[src/sfrh_pkg.sv]
// Shared types and constants for the screen fade ramp controller.
package sfrh_pkg;

    localparam int LEVEL_W  = 16;
    localparam int CFG_W    = 15;
    localparam int COLOUR_W = 32;
    localparam int ALPHA_W  = 8;
    localparam int ALPHA_SH = 5;

    localparam logic [CFG_W-1:0] FULL_LEVEL_RESET = 15'h1FE0;
    localparam logic [CFG_W-1:0] HOLD_TICKS_RESET = 15'd30;

    // Register index, taken from byte address bit 2.
    localparam logic REG_FULL_LEVEL = 1'b0;
    localparam logic REG_HOLD_TICKS = 1'b1;

    typedef enum logic [1:0] {
        FUNC_ARM      = 2'd0,
        FUNC_STEP_OUT = 2'd1,
        FUNC_STEP_IN  = 2'd2,
        FUNC_SET      = 2'd3
    } func_t;

endpackage

[src/screen_fade_ramp_with_hold.sv]
// Screen fade controller: fade-out and fade-in ramps driving one overlay.
// An accepted item sits in the input register, and the result register is loaded from the
// ramp logic once the result register can advance (it is empty or m_tready is high).
// Throughput: one item per cycle unless m_tready is low; there is a single 16x16 multiply-add.
// Reset clears all channel state, the overlay and the handshake; the
// configuration registers return to level 0x1FE0 and a hold of 30 ticks.
module screen_fade_ramp_with_hold
(
    input  logic        clk,
    input  logic        rst_n,
    input  logic        s_tvalid,
    output logic        s_tready,
    input  logic [71:0] s_tdata,   // speed[15:0], colour[47:16], frame_ticks[63:48], alpha[71:64]
    input  logic [2:0]  s_tuser,   // func[1:0], fade_out[2]
    output logic        m_tvalid,
    input  logic        m_tready,
    output logic [39:0] m_tdata,   // overlay_colour[31:0], overlay_alpha[39:32]
    output logic [0:0]  m_tuser,   // done_res[0]
    input  logic        psel,
    input  logic        penable,
    input  logic        pwrite,
    input  logic [2:0]  paddr,
    input  logic [31:0] pwdata,
    output logic [31:0] prdata,
    output logic        pready
);

    // Configuration registers
    logic [sfrh_pkg::CFG_W-1:0] full_reg;
    logic [sfrh_pkg::CFG_W-1:0] hold_cfg_reg;

    // Input register
    logic                          st_valid_reg;
    sfrh_pkg::func_t               st_func_reg;
    logic                          st_fo_reg;
    logic [sfrh_pkg::LEVEL_W-1:0]  st_speed_reg;
    logic [sfrh_pkg::COLOUR_W-1:0] st_colour_reg;
    logic [sfrh_pkg::LEVEL_W-1:0]  st_ticks_reg;
    logic [sfrh_pkg::ALPHA_W-1:0]  st_alpha_reg;

    // Channel state
    logic [sfrh_pkg::LEVEL_W-1:0]  in_level_reg,  in_level_next;
    logic [sfrh_pkg::LEVEL_W-1:0]  in_speed_reg,  in_speed_next;
    logic [sfrh_pkg::COLOUR_W-1:0] in_colour_reg, in_colour_next;
    logic [sfrh_pkg::LEVEL_W-1:0]  out_level_reg,  out_level_next;
    logic [sfrh_pkg::LEVEL_W-1:0]  out_hold_reg,   out_hold_next;
    logic [sfrh_pkg::LEVEL_W-1:0]  out_speed_reg,  out_speed_next;
    logic [sfrh_pkg::COLOUR_W-1:0] out_colour_reg, out_colour_next;

    // Result register; its payload is also the shown overlay state.
    logic                          m_valid_reg;
    logic [sfrh_pkg::COLOUR_W-1:0] shown_colour_reg, shown_colour_next;
    logic [sfrh_pkg::ALPHA_W-1:0]  shown_alpha_reg,  shown_alpha_next;
    logic                          done_reg, done_next;

    logic                          advance;
    logic                          fire;
    logic                          cfg_wr;
    logic [sfrh_pkg::LEVEL_W-1:0]  mul_speed;
    logic [sfrh_pkg::LEVEL_W-1:0]  delta;
    logic [sfrh_pkg::LEVEL_W-1:0]  sum_out;
    logic [sfrh_pkg::LEVEL_W-1:0]  diff_in;
    logic signed [sfrh_pkg::LEVEL_W-1:0] full_s;
    logic [sfrh_pkg::LEVEL_W-1:0]  full_ext;
    logic [sfrh_pkg::LEVEL_W-1:0]  alpha_level;

    assign advance  = !m_valid_reg || m_tready;
    assign fire     = st_valid_reg && advance;
    assign s_tready = !st_valid_reg || advance;
    assign m_tvalid = m_valid_reg;
    assign m_tdata  = {shown_alpha_reg, shown_colour_reg};
    assign m_tuser  = done_reg;

    assign pready = 1'b1;
    assign cfg_wr = psel && penable && pwrite && pready;
    assign prdata = (paddr[2] == sfrh_pkg::REG_HOLD_TICKS)
                    ? {17'd0, hold_cfg_reg} : {17'd0, full_reg};

    always_ff @(posedge clk or negedge rst_n)
    begin
        if (!rst_n)
        begin
            full_reg     <= sfrh_pkg::FULL_LEVEL_RESET;
            hold_cfg_reg <= sfrh_pkg::HOLD_TICKS_RESET;
        end
        else if (cfg_wr)
        begin
            if (paddr[2] == sfrh_pkg::REG_HOLD_TICKS)
                hold_cfg_reg <= pwdata[sfrh_pkg::CFG_W-1:0];
            else
                full_reg <= pwdata[sfrh_pkg::CFG_W-1:0];
        end
    end

    always_ff @(posedge clk or negedge rst_n)
    begin
        if (!rst_n)
            st_valid_reg <= 1'b0;
        else if (s_tready)
            st_valid_reg <= s_tvalid;
    end

    always_ff @(posedge clk)
    begin
        if (s_tvalid && s_tready)
        begin
            st_func_reg   <= sfrh_pkg::func_t'(s_tuser[1:0]);
            st_fo_reg     <= s_tuser[2];
            st_speed_reg  <= s_tdata[15:0];
            st_colour_reg <= s_tdata[47:16];
            st_ticks_reg  <= s_tdata[63:48];
            st_alpha_reg  <= s_tdata[71:64];
        end
    end

    // One shared multiplier; only the low 16 bits of the product matter.
    assign mul_speed = (st_func_reg == sfrh_pkg::FUNC_STEP_OUT) ? out_speed_reg : in_speed_reg;
    assign delta     = sfrh_pkg::LEVEL_W'(mul_speed * st_ticks_reg);
    assign sum_out   = out_level_reg + delta;
    assign diff_in   = in_level_reg - delta;
    assign full_ext  = {1'b0, full_reg};
    assign full_s    = $signed(full_ext);

    always_comb
    begin
        in_level_next     = in_level_reg;
        in_speed_next     = in_speed_reg;
        in_colour_next    = in_colour_reg;
        out_level_next    = out_level_reg;
        out_hold_next     = out_hold_reg;
        out_speed_next    = out_speed_reg;
        out_colour_next   = out_colour_reg;
        shown_colour_next = shown_colour_reg;
        alpha_level       = '0;
        done_next         = 1'b0;

        case (st_func_reg)
            sfrh_pkg::FUNC_ARM:
            begin
                if (st_fo_reg)
                begin
                    out_level_next    = '0;
                    out_hold_next     = {1'b0, hold_cfg_reg};
                    out_speed_next    = st_speed_reg;
                    out_colour_next   = st_colour_reg;
                    alpha_level       = '0;
                end
                else
                begin
                    in_level_next     = full_ext;
                    in_speed_next     = st_speed_reg;
                    in_colour_next    = st_colour_reg;
                    alpha_level       = full_ext;
                end
                shown_colour_next = st_colour_reg;
            end
            sfrh_pkg::FUNC_STEP_OUT:
            begin
                if ($signed(out_level_reg) < full_s)
                begin
                    // A wrap to a negative level is left alone; only overshoot clamps.
                    if ($signed(sum_out) > full_s)
                        out_level_next = full_ext;
                    else
                        out_level_next = sum_out;
                end
                else if ($signed(out_hold_reg) < $signed(16'sd1))
                    done_next = 1'b1;
                else
                    out_hold_next = out_hold_reg - st_ticks_reg;
                alpha_level       = out_level_next;
                shown_colour_next = out_colour_reg;
            end
            sfrh_pkg::FUNC_STEP_IN:
            begin
                if (diff_in[sfrh_pkg::LEVEL_W-1])
                begin
                    in_level_next = '0;
                    done_next     = 1'b1;
                end
                else
                    in_level_next = diff_in;
                alpha_level       = in_level_next;
                shown_colour_next = in_colour_reg;
            end
            default:
            begin
                shown_colour_next = st_colour_reg;
            end
        endcase

        if (st_func_reg == sfrh_pkg::FUNC_SET)
            shown_alpha_next = st_alpha_reg;
        else
            shown_alpha_next = alpha_level[sfrh_pkg::ALPHA_SH +: sfrh_pkg::ALPHA_W];
    end

    always_ff @(posedge clk or negedge rst_n)
    begin
        if (!rst_n)
        begin
            in_level_reg     <= '0;
            in_speed_reg     <= '0;
            in_colour_reg    <= '0;
            out_level_reg    <= '0;
            out_hold_reg     <= '0;
            out_speed_reg    <= '0;
            out_colour_reg   <= '0;
            shown_colour_reg <= '0;
            shown_alpha_reg  <= '0;
            done_reg         <= 1'b0;
            m_valid_reg      <= 1'b0;
        end
        else
        begin
            if (advance)
                m_valid_reg <= st_valid_reg;
            if (fire)
            begin
                in_level_reg     <= in_level_next;
                in_speed_reg     <= in_speed_next;
                in_colour_reg    <= in_colour_next;
                out_level_reg    <= out_level_next;
                out_hold_reg     <= out_hold_next;
                out_speed_reg    <= out_speed_next;
                out_colour_reg   <= out_colour_next;
                shown_colour_reg <= shown_colour_next;
                shown_alpha_reg  <= shown_alpha_next;
                done_reg         <= done_next;
            end
        end
    end

    // The fade-in level is never left negative.
    a_in_level_nonneg: assert property (@(posedge clk) disable iff (!rst_n)
        !in_level_reg[sfrh_pkg::LEVEL_W-1])
        else $error("fade-in level holds a negative value");

    // With the result register empty the block must take an item.
    a_ready_when_empty: assert property (@(posedge clk) disable iff (!rst_n)
        !m_valid_reg |-> s_tready)
        else $error("input stalled while the result register is empty");

    // An item leaving the input register always shows up as a result.
    a_fire_gives_result: assert property (@(posedge clk) disable iff (!rst_n)
        fire |=> m_valid_reg)
        else $error("item lost between input and result register");

endmodule
[config.mk]
export PLATFORM = sky130hd
export DESIGN_NAME = screen_fade_ramp_with_hold
export DESIGN_NICKNAME = d
export VERILOG_FILES = /design/src/sfrh_pkg.sv /design/src/screen_fade_ramp_with_hold.sv
export SDC_FILE = /design/constraint.sdc
export NUM_CORES = 1
export LEC_CHECK = 0
export CAP_MARGIN = 10
export CORE_ASPECT_RATIO = 0.9
export CORE_UTILIZATION = 64
export DETAILED_ROUTE_END_ITERATION = 12
export DONT_BUFFER_PORTS = 1
export PLACE_DENSITY = 0.8
export SLEW_MARGIN = 5
export SYNTH_ARGS = -nofsm -noshare
export SYNTH_HDL_FRONTEND = slang
export SYNTH_SLANG_ARGS = --single-unit
[constraint.sdc]
create_clock -name clk -period 11 [get_ports clk]
set_input_delay 2.2 -clock clk [delete_from_list [all_inputs] [get_ports clk]]
set_output_delay 2.2 -clock clk [all_outputs]
set_load 0.01 [all_outputs]
==> results.yml <==
die:
  core_area_um2: 28200
  rows: 58
  start_util: 0.659
  die_w_um: 182
  dieArea_um2: 29800
  die_h_um: 164
  io-pin-count: 193
critical_path:
  r2r_cells: 32
  cp.depth: 32
  critPathTopFamily: "adder cells"
  rr_startpoint: "st_func_reg[1]$_DFFE_PP_"
  rrSetupSlack_ns: 1.54
  cp_common_cell: "inv_1"
  crit_path_start_kind: "register"
  critPathRequiredTime_ns: 11.46
  path_buf_inv: 8
  r2r-end: "shown_alpha_reg[0]$_DFFE_PN0P_"
  cpPeakStageDelay_ns: 0.82
  cp.arrival_ns: 9.92
  critical_path.slowest_cell: "mux2i_1"
  cp_max_fo: 25
  cp-end-kind: "register"
  worst-setup-path-type: "reg2reg"
yosys:
  ys_warn_count: 0
  synth_common_cells: "dfrtp_1 (204), nand2_1 (196), inv_1 (187)"
  synth_compound_area_frac: 0.111
  post_synth_mux_area_share: 0.106
  synthArstFlopShare: 0.742
  synth_top_flop_cell: "dfrtp_1"
  yosys.area_share.simple: 0.0965
  avgSynthCellArea_um2: 10.4
  synth_top_area_share: 0.274
  synth_cell_types: 69
  ys_top_cells_by_area: "dfrtp_1 (27%), edfxtp_1 (12%), fa_1 (8.9%)"
  synthAdderAreaFrac: 0.175
  postSynthCellCount: 1786
  synth_edf_count: 75
  ys_seq_area_frac: 0.412
  yosysTopAreaCell: "dfrtp_1"
  synth-xor-area-share: 0.0364
  synth_top_family_by_area: "adder cells"
  ys_ff_latch: 291
  synth.most_common_cell: "dfrtp_1"
  syn_area_um2: 18600
hold_path:
  min_from: "in_level_reg[14]$_DFFE_PN0P_"
  worstHoldEndpoint: "in_level_reg[14]$_DFFE_PN0P_"
  holdPathStages: 2
  hp-class: "reg2reg"
grt:
  track_usage: 0.305
  grt_max_degree: 217
  grt_pass1_wl_um: 70100
  grt_pass1_vias: 12900
  grt-ovfl-total: 0
  antenna_found_initial: 4
clocking:
  cts_max_level: 1
  numCtsBuffers: 30
  cts.sinks: 291
  clkTransAtPathRegs_ns: 0.07
  cts_tree: "yes"
  cts_buffer_depth: 3
  clock_latency_ns: 0.60
  post_cts.resized_instances: 0
  cts-root-buf: "clkbuf_16"
  cts-hold-fix-buffers: 0
  post_cts_buffers: 0
detailed_routing:
  vias: 13000
  drc: 0
  dr.pass1.iters: 5
  wl_um: 44600
  vias_per_cell: 6.08
  post_drt_wl_per_cell_um: 20.8
  drt_iter0_drc: 1060
  drtAntennaViolNets: 0
sta:
  worstMarginPinSlew_ns: 1.18
  finalHoldViolCount: 0
  period_share: 0.860
  worst_clock_skew_ns: 0.0293
  slew_violations: 0
  rsz0062_at_grt: "no"
  finalSetupTns_ns: 0
  fmax_ghz: 0.106
  finalSetupViolations: 0
  relSlewSlack: 0.214
  min_period_ns: 9.46
final_layout:
  layout.nets: 2087
  drive_above_1_share: 0.131
  area_growth_pct: 6.55
  fillCellCount: 2059
placement:
  dpl.hpwl_um: 32000
  gp_congestion: 0.970
  io_buffer_count: 0
flow_run:
  drv_cap: 0
outcome:
  status: "finished clean"
-- area by class of cell --
| cell class | count | area, um2 | area share |
|---|---|---|---|
| clock buffer | 44 | 853 | 0.0430 |
| antenna | 3 | 7.51 | 0.000379 |
| timing repair buffer | 11 | 82.6 | 0.00416 |
| sequential | 291 | 7670 | 0.387 |
| clock inverter | 12 | 160 | 0.00808 |
| multi-input combinational | 1234 | 9880 | 0.499 |
| inverter | 191 | 717 | 0.0362 |
| tap | 360 | 450 | 0.0227 |
-- cells by family (layout without fill, tap and decap cells) --
group           count (synthesis)  in the layout
compound gates                344            344
fa+ha+maj                     211            211
mux                           175            175
other cells                     2             21
buf+inv                       277            258
flops                         291            291
xor+xnor                       70             70
simple gates                  416            416
-- layer usage --
metal,vias to the layer above,global-route usage,routed length (um),part of all wire
met4,4,0.107,1500,0.034
met3,100,0.0794,3890,0.087
li1,5986,-,-,-
met5,-,0,27,0.00061
met1,6463,0.422,18900,0.42
met2,491,0.467,20200,0.45
-- worst max-delay path by stage --
stage	from	end	slack [ns]
2_1_floorplan	st_func_reg[1]$_DFFE_PP_	shown_alpha_reg[6]$_DFFE_PN0P_	2.50
3_3_place_gp	st_func_reg[1]$_DFFE_PP_	shown_alpha_reg[0]$_DFFE_PN0P_	1.89
3_5_place_dp	st_func_reg[1]$_DFFE_PP_	shown_alpha_reg[0]$_DFFE_PN0P_	1.77
4_1_cts	st_func_reg[1]$_DFFE_PP_	shown_alpha_reg[0]$_DFFE_PN0P_	1.73
5_1_grt	st_func_reg[1]$_DFFE_PP_	shown_alpha_reg[0]$_DFFE_PN0P_	1.14
6_report	st_func_reg[1]$_DFFE_PP_	shown_alpha_reg[0]$_DFFE_PN0P_	1.54
-- worst register-to-register path: cells and delay by family (launching register included) --
| kind | cells | cell delay (ns) |
|---|---|---|
| fa+ha+maj | 10 | 4.53 |
| compound gates | 7 | 1.48 |
| mux | 2 | 1.07 |
| buf+inv | 8 | 0.72 |
| xor+xnor | 2 | 0.65 |
| flops | 1 | 0.47 |
| simple gates | 3 | 0.42 |
-- metrics by stage --
stage | area (um2) | worst slack, ns | util | instances | hold slack (ns)
after global placement | 18800 | 1.89 | 0.666 | 2087 | 0.472
final | 19800 | 1.54 | 0.702 | 2146 | 0.495
after detailed placement | 18800 | 1.77 | 0.666 | 2087 | 0.481
after floorplan | 18700 | 2.50 | - | 1802 | 0.456
after global routing | 19800 | 1.14 | 0.702 | 2145 | 0.512
after CTS | 19800 | 1.73 | 0.702 | 2143 | 0.496
-- layout by cell type (no fill, tap or decap), types with 65 or more instances in the layout --
cell,n
nor2_1,121
nand2_1,194
fa_1,83
mux2_2,144
inv_1,187
a21oi_1,65
dfrtp_1,204
edfxtp_1,75
o21ai_0,125
ha_1,126
Power is not shown: default switching activity piles up to over one toggle a cycle in this logic, so the estimate is an artifact.
